[src/ttrc_pkg.sv]
// types and constants shared by the three-term recurrence checksum block
package ttrc_pkg;

  localparam int unsigned ByteWidth = 8;
  localparam int unsigned TermWidth = 16;
  localparam int unsigned PosWidth  = 8;

  // product widths: (byte + alpha) is 9 bits, beta is 8 bits
  localparam int unsigned ProdWidth = TermWidth + ByteWidth + 1;
  localparam int unsigned SubWidth  = TermWidth + ByteWidth;

  localparam logic [PosWidth-1:0]  AlphaStep   = 8'd17;
  localparam logic [PosWidth-1:0]  BetaStep    = 8'd31;
  localparam logic [TermWidth-1:0] FirstOffset = 16'd7;
  localparam logic [TermWidth:0]   Modulus     = 17'd65535;
  localparam logic [TermWidth-1:0] TermReset   = 16'd1;

  // recurrence state carried from byte to byte
  typedef struct packed {
    logic [TermWidth-1:0] older;
    logic [TermWidth-1:0] newer;
    logic [PosWidth-1:0]  pos;
    logic                 start;
  } term_state_t;

  localparam term_state_t StateReset = '{
    older: TermReset,
    newer: TermReset,
    pos:   '0,
    start: 1'b1
  };

  // reduce a 25-bit value modulo 65535 by folding the upper bits onto the lower
  function automatic logic [TermWidth-1:0] fold_mod(input logic [ProdWidth-1:0] x);
    logic [TermWidth:0] sum;
    logic [TermWidth:0] red;
    sum = {1'b0, x[TermWidth-1:0]} + {{(2*TermWidth+1-ProdWidth){1'b0}}, x[ProdWidth-1:TermWidth]};
    red = (sum >= Modulus) ? (sum - Modulus) : sum;
    return red[TermWidth-1:0];
  endfunction

endpackage

[src/ttrc_step.sv]
// one recurrence step: next state from the current state and one message byte
module ttrc_step (
  input  ttrc_pkg::term_state_t           state_i,
  input  logic [ttrc_pkg::ByteWidth-1:0]  data_byte_i,
  output ttrc_pkg::term_state_t           state_o
);
  import ttrc_pkg::*;

  logic [PosWidth-1:0]   alpha;
  logic [PosWidth-1:0]   beta;
  logic [ByteWidth:0]    factor;
  logic [ProdWidth-1:0]  prod;
  logic [ProdWidth-1:0]  sub;
  logic [ProdWidth-1:0]  diff;
  logic [TermWidth-1:0]  red;
  logic [TermWidth:0]    wrapped;
  logic [TermWidth-1:0]  term;
  logic                  neg;

  // position coefficients, both taken mod 256
  assign alpha = state_i.pos * AlphaStep;
  assign beta  = state_i.pos * BetaStep;

  // the two products of the recurrence
  assign factor = {1'b0, data_byte_i} + {1'b0, alpha};
  assign prod   = ProdWidth'(factor) * ProdWidth'(state_i.newer);
  assign sub    = {1'b0, SubWidth'(beta) * SubWidth'(state_i.older)};

  // magnitude of the difference and its residue
  assign neg  = prod < sub;
  assign diff = neg ? (sub - prod) : (prod - sub);
  assign red  = fold_mod(diff);

  // a negative difference wraps at 2^64, which is 1 mod 65535: result is (1 - red) mod 65535
  always_comb begin
    wrapped = '0;
    if (!neg) begin
      term = red;
    end else if (red <= TermReset) begin
      term = TermReset - red;
    end else begin
      wrapped = {1'b1, {TermWidth{1'b0}}} - {1'b0, red};
      term    = wrapped[TermWidth-1:0];
    end
  end

  // first byte seeds the terms, later bytes shift them
  always_comb begin
    if (state_i.start) begin
      state_o.older = TermReset;
      state_o.newer = {{(TermWidth-ByteWidth){1'b0}}, data_byte_i} + FirstOffset;
      state_o.pos   = PosWidth'(1);
      state_o.start = 1'b0;
    end else begin
      state_o.older = state_i.newer;
      state_o.newer = term;
      state_o.pos   = state_i.pos + PosWidth'(1);
      state_o.start = 1'b0;
    end
  end

endmodule

[src/three_term_recurrence_checksum.sv]
// top level of the three-term recurrence checksum: stream handshake, state and result registers
// Takes a message one byte per transfer and gives one 16-bit checksum (0..65534) per message,
// emitted after the byte marked by tlast. The first byte seeds the terms as 1 and byte + 7;
// every later byte runs one step of (byte + alpha) * p1 - beta * p0 folded modulo 65535, with
// alpha and beta taken from the byte position. A byte is accepted every cycle unless stalled:
// it is held in an input register, the recurrence step is combinational logic from that register
// and the term registers, and the checksum lands in an output register, so the sustained rate is
// one byte per cycle; the last byte passes the input register and then the output register.
// The output register stalls the input side only when a checksum is still waiting to be taken.
module three_term_recurrence_checksum (
  input  logic        clk_i,
  input  logic        rst_ni,
  input  logic        s_axis_tvalid,
  output logic        s_axis_tready,
  input  logic [7:0]  s_axis_tdata,   // [7:0] data_byte
  input  logic        s_axis_tlast,   // last_byte
  output logic        m_axis_tvalid,
  input  logic        m_axis_tready,
  output logic [15:0] m_axis_tdata    // [15:0] checksum
);
  import ttrc_pkg::*;

  logic                 in_valid_q;
  logic                 in_valid_d;
  logic [ByteWidth-1:0] in_byte_q;
  logic                 in_last_q;
  logic                 advance;

  term_state_t          state_q;
  term_state_t          state_d;
  term_state_t          step_state;

  logic                 out_valid_q;
  logic                 out_valid_d;
  logic [TermWidth-1:0] out_data_q;

  // the held byte moves on unless it needs the output register and that is still full
  assign advance       = in_valid_q && (!in_last_q || !out_valid_q || m_axis_tready);
  assign s_axis_tready = !in_valid_q || advance;

  ttrc_step u_step (
    .state_i     (state_q),
    .data_byte_i (in_byte_q),
    .state_o     (step_state)
  );

  // input register valid
  always_comb begin
    in_valid_d = in_valid_q;
    if (s_axis_tready) begin
      in_valid_d = s_axis_tvalid;
    end
  end

  // next recurrence state, rearmed after the last byte
  always_comb begin
    state_d = state_q;
    if (advance) begin
      state_d = in_last_q ? StateReset : step_state;
    end
  end

  // output register valid
  always_comb begin
    out_valid_d = out_valid_q;
    if (m_axis_tready) begin
      out_valid_d = 1'b0;
    end
    if (advance && in_last_q) begin
      out_valid_d = 1'b1;
    end
  end

  // control and state registers
  always_ff @(posedge clk_i or negedge rst_ni) begin
    if (!rst_ni) begin
      in_valid_q  <= 1'b0;
      out_valid_q <= 1'b0;
      state_q     <= StateReset;
    end else begin
      in_valid_q  <= in_valid_d;
      out_valid_q <= out_valid_d;
      state_q     <= state_d;
    end
  end

  // payload of the input register
  always_ff @(posedge clk_i) begin
    if (s_axis_tready && s_axis_tvalid) begin
      in_byte_q <= s_axis_tdata;
      in_last_q <= s_axis_tlast;
    end
  end

  // payload of the output register
  always_ff @(posedge clk_i) begin
    if (advance && in_last_q) begin
      out_data_q <= step_state.newer;
    end
  end

  assign m_axis_tvalid = out_valid_q;
  assign m_axis_tdata  = out_data_q;

endmodule

[config.mk]
export PLATFORM = sky130hd
export DESIGN_NAME = three_term_recurrence_checksum
export DESIGN_NICKNAME = d
export VERILOG_FILES = /design/src/ttrc_pkg.sv /design/src/ttrc_step.sv /design/src/three_term_recurrence_checksum.sv
export SDC_FILE = /design/constraint.sdc
export NUM_CORES = 1
export LEC_CHECK = 0
export ABC_AREA = 1
export BUFFER_PORTS_ARGS = -buffer_cell sky130_fd_sc_hd__buf_2
export CORE_MARGIN = 8
export CORE_UTILIZATION = 50
export CTS_BUF_LIST = sky130_fd_sc_hd__clkbuf_8 sky130_fd_sc_hd__clkbuf_16
export CTS_CLUSTER_DIAMETER = 100
export DETAILED_ROUTE_END_ITERATION = 6
export PLACE_DENSITY = 0.77
export SYNTH_ARGS = -nofsm -noshare
export SYNTH_HDL_FRONTEND = slang
export SYNTH_HIERARCHICAL = 1
export SYNTH_SLANG_ARGS = --single-unit
[constraint.sdc]
create_clock -name clk_i -period 18.7 [get_ports clk_i]
set_input_delay 1.87 -clock clk_i [delete_from_list [all_inputs] [get_ports clk_i]]
set_output_delay 1.87 -clock clk_i [all_outputs]
set_load 0.005 [all_outputs]
# --- Yosys cells after proc, flatten, opt, wreduce, memory -nomap -nowiden ---
# Index checks and enable logic that the tools add are counted.
word_totals:
  word_cells: 43
  input_bits: 13
  register_bits: 68
  out_inout_bits: 18
op_classes:
  mux: 8
  multipliers: 4
  reduce_logical: 10
  order_cmp: 3
  addsub: 9
op_table:
  columns: ["operator", "n"]
  rows:
  - ["41-bit two-way mux", 2]
  - ["16-bit two-way mux", 3]
  - ["1-bit by 16-bit subtractor with 16-bit output (first input constant)", 2]
  - ["25-bit by 24-bit < comparator with 1-bit output", 1]
  - ["9-bit by 16-bit multiplier with 25-bit output", 1]
  - ["25-bit two-way mux", 1]
  - ["24-bit by 25-bit subtractor with 25-bit output", 1]
  - ["25-bit by 24-bit subtractor with 25-bit output", 1]
  - ["8-bit by 16-bit multiplier with 24-bit output", 1]
  - ["16-bit by 9-bit adder with 17-bit output", 1]
  - ["17-bit by 16-bit >= comparator with 1-bit output (second input constant)", 1]
  - ["16-bit by 1-bit <= comparator with 1-bit output (second input constant)", 1]
  - ["8-bit by 5-bit multiplier with 8-bit output (second input constant)", 2]
  - ["16-bit subtractor (second input constant)", 1]
  - ["8-bit by 3-bit adder with 9-bit output (second input constant)", 1]
  - ["8-bit by 8-bit adder with 9-bit output", 1]
  - ["8-bit by 1-bit adder with 8-bit output (second input constant)", 1]
  - ["1-bit logical AND", 3]
  - ["1-bit logical NOT", 3]
  - ["1-bit logical OR", 3]
  - ["1-bit two-way mux", 2]
  - ["2-bit nonzero test", 1]

# --- Depth between registers and ports, before layout ---
# Gate-level depths: netlist of run 1.
logic_depth:
  ltp_word: 13
  ltp_mapped: 95
  depth_no_buf: 90

# --- Modules after synthesis ---
# Netlist of run 1, hierarchy kept.
by_module_without_submodules:
  columns: ["mod", "seq_area_each_um2", "instances", "area_each_um2", "cells_each"]
  rows:
  - ["ttrc_step", 0.0, 1, 14227.4, 2113]
  - ["three_term_recurrence_checksum", 1830.5, 1, 2423.6, 219]

# --- Least setup slack after synthesis of run 1 ---
# Ideal clock, no wire load.
synth_path:
  kind: "reg2reg"
  startpoint: "register state_q[2] (netlist bit)"
  endpoint: "register state_q[9] (netlist bit)"
  arrival_time_ns: 13.615
  period_less_slack_ns: 13.690
  path_stages_with_launch: 91
  path_slack_ns: 5.010
  setup_time_ns: 0.076
  path_buffers: 5
  required_time_ns: 18.624
  path_cell_list: "dfrtp_1 > inv_1 > fa_1 > inv_1 > fa_1 > inv_1 > fa_1 > inv_1 > ha_1 > inv_1 > or2_2 > nand2_1 > a21oi_1 > or2_2 > nand2_1 > clkbuf_1 > nor2_1 > fa_1 > [55 not listed] > nand3_4 > buf_6 > nand2_1 > o21ai_2 > ha_1 > nand2_2 > nor2_2 > nand2_2 > nand2_4 > buf_12 > nand2_2 > xor2_1 > nand2_1 > nand2_1 > inv_1 > nand2_1 > nand3_1 > nand2_1"
synth_lines:
  columns: ["element", "line", "text"]
  rows:
  - ["from (decl)", "three_term_recurrence_checksum.sv:29", "term_state_t state_q;"]
  - ["from (signal assigned)", "three_term_recurrence_checksum.sv:79", "state_q <= StateReset;"]
  - ["from (signal assigned)", "three_term_recurrence_checksum.sv:83", "state_q <= state_d;"]

==> results of run 1 <==
-- final timing paths --
| kind | from | to | slack, ns | cells past startpoint |
|---|---|---|---|---|
| max | state_q[1]$_DFFE_PN0P_ | m_axis_tdata[4]$_DFFE_PP_ | 2.20 | 78 |
| min | state_q[25]$_DFFE_PN1P_ | state_q[25]$_DFFE_PN1P_ | 0.55 | 2 |
| max reg2reg | state_q[1]$_DFFE_PN0P_ | m_axis_tdata[4]$_DFFE_PP_ | 2.20 | 78 |
| min reg2reg | state_q[25]$_DFFE_PN1P_ | state_q[25]$_DFFE_PN1P_ | 0.55 | 2 |
| max in group asynchronous | rst_ni | state_q[37]$_DFFE_PN0P_ | 16.35 | 1 |
| min in group asynchronous | rst_ni | in_valid_q$_DFFE_PN0P_ | 1.69 | 1 |
-- worst register-to-register path, delay by kind of cell (launching register included) --
family / cells / cell delay [ns]
AOI/OAI and AO/OA: 13 / 2.24
xor gates and xnor gates: 3 / 0.55
adders and majority gates: 13 / 5.47
buffers and inverters: 12 / 1.46
DFF: 1 / 0.91
and+or+nand+nor: 37 / 5.57
-- metal layers --
metal | vias up | global-route usage, %
met5 | - | 0
met4 | 0 | 9.69
met3 | 114 | 5.23
met2 | 623 | 39.8
met1 | 7078 | 29.5
li1 | 7038 | -
-- logic make-up (layout without fill, tap and decap cells) --
group | count (synthesis) | count (layout)
mux | 4 | 4
fa+ha+maj | 373 | 373
other cells | 1 | 1
simple gates | 1010 | 1010
xor+xnor | 103 | 103
buf+inv | 556 | 542
flops | 68 | 68
compound gates | 217 | 217
-- state kept, by name, indices dropped and copies added, names as in the netlist --
signal,cells
in_byte_q,8
in_last_q,1
in_valid_q,1
m_axis_tdata,16
m_axis_tvalid,1
state_q,41
-- through the flow --
step | utilization (%) | instances | area, um^2 | hold slack [ns]
after floorplan | - | 2332 | 16700 | 0.440
after global placement | 51.4 | 2750 | 17100 | 0.525
after detailed placement | 51.4 | 2750 | 17100 | 0.539
after CTS | 52.4 | 2766 | 17400 | 0.554
after global routing | 52.4 | 2766 | 17400 | 0.579
final | 52.4 | 2766 | 17400 | 0.553
-- final cells by class --
cell class | instances | area (um^2) | area share [%]
clock buffer | 9 | 225 | 1.29
sequential | 68 | 1830 | 10.5
clock inverter | 7 | 98.8 | 0.568
inverter | 493 | 1850 | 10.6
multi-input combinational | 1708 | 12700 | 72.8
tap | 448 | 561 | 3.22
timing repair buffer | 33 | 173 | 0.992
-- placed cells by master (no fill, tap or decap), drive strengths merged, types with 10 or more instances in the layout --
master  count
a21o       10
a21oi     109
buf        33
dfrtp      40
edfxtp     25
fa        198
ha        175
inv       494
nand2     628
nand3      97
nand4      27
nor2      228
nor3       15
o21ai      54
o21bai     12
or2        11
xnor2      31
xor2       72
==> impl_results.md, run 1 <==
* P&R area growth vs syn at 4.49%
* Setup crit start kind: flip-flop
* Crit path max fanout at 38
* Arrival time worst endpoint at 16.59 ns
* EDFF count, synth at 25
* Met3 wire len at 3.87 mm
* CTS max path bufs at 2
* Total Wirelength at 46.3 mm
* Endpoint type of the worst setup path: flip-flop
* Seq cells post-synth at 68
* Layout Nets at 2699
* IO buf count at 30
* Vias per inst at 5.37
* CTS Buf Count at 9
* Post-CTS sizing at 0
* Clk slew on worst S/H paths at 0.06 ns
* Main combinational cell family by area after synthesis: adder cells
* Vias in the first global route at 14600
* HP Class: flip-flop to flip-flop
* Required time worst endpoint at 18.78 ns
* Register area share after synthesis at 11.0%
* DRC Markers at 1
* Starting Density at 50.2%
* Overflow left after global routing at 0
* Synth Area in Adders at 37.0%
* Commonest cells in the netlist: nand2_1, inv_1, nor2_1, fa_1, ha_1
* I/O pin count at 31
* Die area at 39400 um^2
* Final ANT Viol Nets at 0
* Clock tree from TritonCTS: done
* Fin Setup TNS at 0 ns
* CP top delay family: simple AND/OR/NAND/NOR gates
* Worst skew pair latency at 0.35 ns
* GRT Util Overall at 23.8%
* Unrepaired setup endpoints after global routing: false
* CP bufs+invs at 12
* Placer congestion estimate at 0.959
* Setup ws final at 2.20 ns
* Gate Count Post-Synth at 2332
* Post-synth top area share at 23.8%
* CTS H-Tree Depth at 3
* Ratio of final minimum period to clock period at 88.3%
* Achievable Freq at 0.0606 GHz
* Mux cell area share after synthesis at 0.240%
* Maximum capacitance violations at 0
* Critical path class: flip-flop to flip-flop
* Minimum clock period at 16.50 ns
* Unique cell type count in the Yosys netlist at 58
* Fin. Hold Viols at 0
* Dpl hpwl at 39.0 mm
* WL per Instance at 16.7 um
* Simple-Gate Fraction of Synth Area at 25.9%
* Vias at 14900
* DIE WIDTH at 198 um
* Final Max Tran Viols at 0
* DRT iter0 DRCs at 1082
* Ys async rst share at 63.2%
* First-pass GRT wire length at 74.5 mm
* Root buffer cell: clkbuf_16
* DRT met1 WL at 18.6 mm
* Die H at 198 um
* Compound-Gate Fraction of Synth Area at 7.47%
* Layout cells sized above 1 at 5.91%
* Critical Path Most Common Cell: nand2_1
* Wire length on met2 at 21.9 mm
* Syn avg cell area at 7.14 um^2
* CP max-delay cell: dfrtp_1
* Core area at 33200 um^2
* Warnings, synthesis at 6
* Slew margin rel. at 31.3%
* Setup bufs post-CTS at 0
* Row Count at 67
* Violated checks: design-rule violations
* Critical path's largest stage delay at 0.91 ns
* CTS Hold Bufs at 0
* Setup Skew at 0.00867 ns
* Clock Sinks at 68
* Pin count of the biggest net entering global routing at 44
* Outcome: finished with violations
* Pre-CTS setup slack at 2.30 ns
* Synth top area cells: fa_1, nand2_1, ha_1, inv_1, dfrtp_1
* Drt pass-1 iters at 7
* Post-Syn Nets at 2718
* Top sig layer: met4
* Post-Synth XOR/XNOR Area at 5.42%
* Ys flop type: dfrtp_1
* Synth Cell Area at 16700 um^2
* Top-count cell post-synth: nand2_1
* Worst Tran Pin Value at 1.03 ns
* Area leader, netlist: fa_1
* Initial antenna violation count at 0
* # fillers at 3234
* ANT cells at 0
* Final Setup Violations at 0
Power of run 1 is not shown: default switching activity piles up to over one toggle a cycle in this logic, so the estimate is an artifact.
==> run 2, diff against run 1 <==
--- a/config.mk
+++ b/config.mk
@@ -5,7 +5,7 @@
 export SDC_FILE = /design/constraint.sdc
 export NUM_CORES = 1
 export LEC_CHECK = 0
-export ABC_AREA = 1
+export ABC_AREA = 0
 export BUFFER_PORTS_ARGS = -buffer_cell sky130_fd_sc_hd__buf_2
 export CORE_MARGIN = 8
 export CORE_UTILIZATION = 50
==> impl_results.md, run 2 <==
* Commonest cells after routing, fill and taps aside: inv_1, fa_1, nand2_1, ha_1, and2_1
* Top-count cell post-synth: inv_1
* Layout Nets at 2381
* Synth Cell Area at 17100 um^2
* Overflow left after global routing at 0
* CTS H-Tree Depth at 3
* Vias at 14300
* Setup bufs post-CTS at 0
* Number of flip-flops in the largest register at 41
* Total Wirelength at 46.8 mm
* Critical path class: flip-flop to flip-flop
* ANT cells at 0
* Worst skew pair latency at 0.35 ns
* DIE WIDTH at 201 um
* Setup crit start kind: flip-flop
* IO buf count at 30
* Reg2reg setup slack at 1.65 ns
* Layout cells sized above 1 at 5.65%
* Synth top area cells: fa_1, ha_1, inv_1, dfrtp_1, and2_1
* WL per Instance at 19.1 um
* CTS Buf Count at 9
* FF-to-FF path depth at 67
* Clk slew on worst S/H paths at 0.06 ns
* HP Class: flip-flop to flip-flop
* Required time worst endpoint at 18.93 ns
* Ys flop type: dfrtp_1
* Register area share after synthesis at 10.7%
* Largest Register: state_q
* Post-synth top area share at 23.2%
* Minimum clock period at 17.05 ns
* Fin. Hold Viols at 0
* Fin Setup TNS at 0 ns
* Final Max Tran Viols at 0
* Post-CTS sizing at 0
* Worst Tran Pin Value at 1.14 ns
* Ys async rst share at 63.2%
* Vias per inst at 5.84
* Endpoint type of the worst setup path: flip-flop
* CTS Hold Bufs at 0
* P&R area growth vs syn at 3.76%
* CP max-delay cell: dfrtp_1
* Dpl hpwl at 36.3 mm
* Outcome: completed
* Final Setup Violations at 0
* Drt pass-1 iters at 5
* Crit path to: state_q[12]$_DFFE_PN0P_
* Slew margin rel. at 23.8%
* Die area at 40400 um^2
* Root buffer cell: clkbuf_16
* Clock Sinks at 68
* Setup ws final at 1.65 ns
* Gate Count Post-Synth at 2028
* Worst R2R End: state_q[12]$_DFFE_PN0P_
* Seq cells post-synth at 68
* Pin count of the biggest net entering global routing at 85
* Unrepaired setup endpoints after global routing: false
* DRT iter0 DRCs at 1076
* I/O pin count at 31
* Placer congestion estimate at 0.934
* Worst setup path start: state_q[3]$_DFFE_PN0P_
* Core area at 33600 um^2
* Syn avg cell area at 8.43 um^2
* Clock tree from TritonCTS: done
* Row Count at 67
* Vias in the first global route at 14500
* Initial antenna violation count at 0
* Critical path's largest stage delay at 0.63 ns
* Critical Path Most Common Cell: a21oi_1
* Die H at 201 um
* Ratio of final minimum period to clock period at 91.2%
* DRC Markers at 0
* First-pass GRT wire length at 76.4 mm
* Commonest non-fill, non-tap cell in the layout: inv_1
* Commonest cells in the netlist: inv_1, fa_1, nand2_1, ha_1, and2_1
* Starting Density at 50.9%
* GRT Util Overall at 23.1%
* Warnings, synthesis at 6
* Pre-CTS setup slack at 1.97 ns
* Unique cell type count in the Yosys netlist at 97
* Setup Skew at 0.00796 ns
* Maximum capacitance violations at 0
* Arrival time worst endpoint at 17.28 ns
* Area leader, netlist: fa_1
* Crit path max fanout at 32
* EDFF count, synth at 25
* FF-to-FF Start: state_q[3]$_DFFE_PN0P_
* CTS max path bufs at 2
* Final ANT Viol Nets at 0
* Post-Syn Nets at 2414
* Achievable Freq at 0.0586 GHz
## run 2: changes by cell type after synthesis, moves of 26 or more
cell / before / now
nand2_1: 598 / 197
nand3b_1: 1 / 40
nand4b_1: 0 / 38
nand3_1: 90 / 64
nor2b_1: 0 / 39
nand2b_1: 0 / 56
xor2_1: 72 / 38
xnor2_1: 31 / 84
inv_1: 487 / 307
and2_1: 1 / 142
nor2_1: 211 / 63
## run 2: through the flow
stage | utilization (%) | cells | instance area, um^2 | hold slack (ns)
2_1_floorplan | - | 2028 | 17100 | 0.475
3_3_place_gp | 52.0 | 2432 | 17500 | 0.600
3_5_place_dp | 52.0 | 2432 | 17500 | 0.607
4_1_cts | 52.8 | 2448 | 17700 | 0.623
5_1_grt | 52.8 | 2448 | 17700 | 0.661
6_report | 52.8 | 2448 | 17700 | 0.627
## run 2: logic make-up after synthesis
group                    count (synthesis)  share of synthesized area [%]
AO/OA/AOI/OAI                          316                           12.3
XOR/XNOR                               123                           6.34
adder cells (fa/ha/maj)                373                           36.0
buffers and inverters                  398                           9.55
flip-flops                              68                           10.7
multiplexers                            18                           1.23
other                                    1                         0.0219
AND/OR/NAND/NOR                        731                           23.9
## run 2: worst min path at each step
stage                              endpoint                    start  depth (start not counted)
floorplan           state_q[10]$_DFFE_PN0P_  state_q[10]$_DFFE_PN0P_                          2
global placement     state_q[9]$_DFFE_PN1P_   state_q[9]$_DFFE_PN1P_                          2
detailed placement   state_q[9]$_DFFE_PN1P_   state_q[9]$_DFFE_PN1P_                          2
CTS                  state_q[9]$_DFFE_PN1P_   state_q[9]$_DFFE_PN1P_                          2
global route        state_q[25]$_DFFE_PN1P_  state_q[25]$_DFFE_PN1P_                          2
finish               state_q[9]$_DFFE_PN1P_   state_q[9]$_DFFE_PN1P_                          2
## run 2: area by class of cell
class | count | area (um^2)
inverters | 308 | 1160
multi-input cells | 1562 | 13700
flip-flops and latches | 68 | 1830
repair buffers | 46 | 270
well taps | 448 | 561
clock buffers | 9 | 225
clock inverters | 7 | 52.6
fillers | 3083 | 15900
## run 2: worst max-delay path, delay by kind of cell, from the launching register on
kind / cells / cell delay (ns)
AO/OA/AOI/OAI: 30 / 6.65
XOR/XNOR: 2 / 0.32
adder cells (fa/ha/maj): 12 / 5.16
buffers and inverters: 7 / 0.97
flip-flops: 1 / 0.63
AND/OR/NAND/NOR: 16 / 3.17
## run 2: per-layer routing
metal,vias to the layer above,global-route usage [%],share of wire [%]
met5,-,0,0
met4,0,7.81,3.3
met3,80,3.55,6.6
met2,552,38.4,48
met1,7068,30.2,42
li1,6587,-,-
Power of run 2 is left out for the same reason.
==> run 3, diff against run 2 <==
--- a/config.mk
+++ b/config.mk
@@ -13,6 +13,8 @@
 export CTS_CLUSTER_DIAMETER = 100
 export DETAILED_ROUTE_END_ITERATION = 6
 export PLACE_DENSITY = 0.77
+export REMOVE_ABC_BUFFERS = 1
+export SKIP_CTS_REPAIR_TIMING = 1
 export SYNTH_ARGS = -nofsm -noshare
 export SYNTH_HDL_FRONTEND = slang
 export SYNTH_HIERARCHICAL = 1
==> impl_results.md, run 3 (synthesis gave the netlist of run 2 again) <==
* DRT iter0 DRCs at 1088
* Layout cells sized above 1 at 5.50%
* Multi-input logic area at 13600 um^2
* Overflow left after global routing at 0
* CTS H-Tree Depth at 3
* DRC Markers at 0
* Number of flip-flops in the largest register at 41
* Setup crit start kind: flip-flop
* Die H at 201 um
* Clk slew on worst S/H paths at 0.07 ns
* Ratio of final minimum period to clock period at 89.3%
* Final ANT Viol Nets at 0
* Vias per inst at 5.81
* Required time worst endpoint at 18.92 ns
* Critical path's largest stage delay at 0.75 ns
* Dpl hpwl at 35.0 mm
* Clock tree from TritonCTS: done
* Worst skew pair latency at 0.34 ns
* Critical path class: flip-flop to flip-flop
* Maximum capacitance violations at 0
* Final Max Tran Viols at 0
* GRT Util Overall at 21.7%
* Die area at 40400 um^2
* CTS Buf Count at 9
* Fin. Hold Viols at 0
* HP Class: flip-flop to flip-flop
* Slew margin rel. at 28.2%
* Setup Skew at 0.0130 ns
* Total Wirelength at 44.6 mm
* Clock Sinks at 68
* WL per Instance at 18.2 um
* FF-to-FF Start: state_q[1]$_DFFE_PN0P_
* Achievable Freq at 0.0599 GHz
* Vias in the first global route at 14600
* CP max-delay cell: ha_1
* P&R area growth vs syn at 3.69%
* IO buf count at 30
* CTS max path bufs at 2
* Final Setup Violations at 0
* Unrepaired setup endpoints after global routing: false
* Commonest cells after routing, fill and taps aside: inv_1, fa_1, nand2_1, ha_1, and2_1
* Drt pass-1 iters at 5
* FF/Latch Area at 1830 um^2
* Initial antenna violation count at 0
* Commonest non-fill, non-tap cell in the layout: inv_1
* FF-to-FF path depth at 71
* Vias at 14200
* Worst hold stages at 2
* Root buffer cell: clkbuf_16
* Pin count of the biggest net entering global routing at 84
* Crit path max fanout at 26
* DIE WIDTH at 201 um
* HP Start: state_q[8]$_DFFE_PN0P_
* Reg2reg setup slack at 2.00 ns
* Worst Tran Pin Value at 1.08 ns
* Layout Nets at 2382
* Arrival time worst endpoint at 16.91 ns
* Critical Path Most Common Cell: a21oi_1
* Core area at 33600 um^2
* ANT cells at 0
* Outcome: completed
* First-pass GRT wire length at 73.4 mm
* Minimum clock period at 16.70 ns
* Endpoint type of the worst setup path: flip-flop
* Largest Register: state_q
* Worst R2R End: state_q[16]$_DFFE_PN0P_
* Starting Density at 50.9%
* Row Count at 67
* Hold EP: state_q[8]$_DFFE_PN0P_
* Fin Setup TNS at 0 ns
* # fillers at 3051
* Placer congestion estimate at 0.966
* I/O pin count at 31
[run 3: critical path: cells and delay by family (launching register included)]
| family | cells | cell delay, ns |
|---|---|---|
| xor+xnor | 4 | 0.79 |
| fa+ha+maj | 12 | 5.22 |
| buf+inv | 6 | 0.73 |
| flops | 1 | 0.36 |
| compound gates | 33 | 6.56 |
| simple gates | 16 | 2.90 |
[run 3: layout make-up]
class | count | share of cell area (%)
Inverter | 308 | 6.52
Multi-Input combinational cell | 1562 | 76.9
Tap cell | 448 | 3.16
Clock buffer | 9 | 1.27
Sequential cell | 68 | 10.3
Clock inverter | 7 | 0.247
Timing Repair Buffer | 47 | 1.57
[run 3: worst max-delay path by stage]
stage	startpoint	cells after the start	endpoint	slack (ns)
after global routing	state_q[1]$_DFFE_PN0P_	70	state_q[12]$_DFFE_PN0P_	0.62
after CTS	state_q[1]$_DFFE_PN0P_	70	state_q[16]$_DFFE_PN0P_	2.15
after floorplan	state_q[1]$_DFFE_PN0P_	66	state_q[11]$_DFFE_PN0P_	2.92
final	state_q[1]$_DFFE_PN0P_	71	state_q[16]$_DFFE_PN0P_	2.00
after global placement	state_q[1]$_DFFE_PN0P_	70	state_q[11]$_DFFE_PN0P_	2.61
after detailed placement	state_q[1]$_DFFE_PN0P_	70	state_q[16]$_DFFE_PN0P_	2.26
[run 3: stage by stage]
step,worst slack [ns],instances,util [%],cell area [um^2],hold WS (ns)
finish,2.00,2449,52.8,17700,0.649
global route,0.618,2449,52.8,17700,0.675
CTS,2.15,2449,52.8,17700,0.646
detailed placement,2.26,2433,52.0,17500,0.634
global placement,2.61,2433,52.0,17500,0.608
floorplan,2.92,1938,-,16600,0.540
[run 3: metal layers]
| layer | track usage [%] | wire length [um] |
|---|---|---|
| met1 | 27.9 | 19000 |
| met2 | 37.1 | 21400 |
| met3 | 2.89 | 2750 |
| met4 | 7.10 | 1340 |
| met5 | 0 | 0 |
Power of run 3 is left out for the same reason.
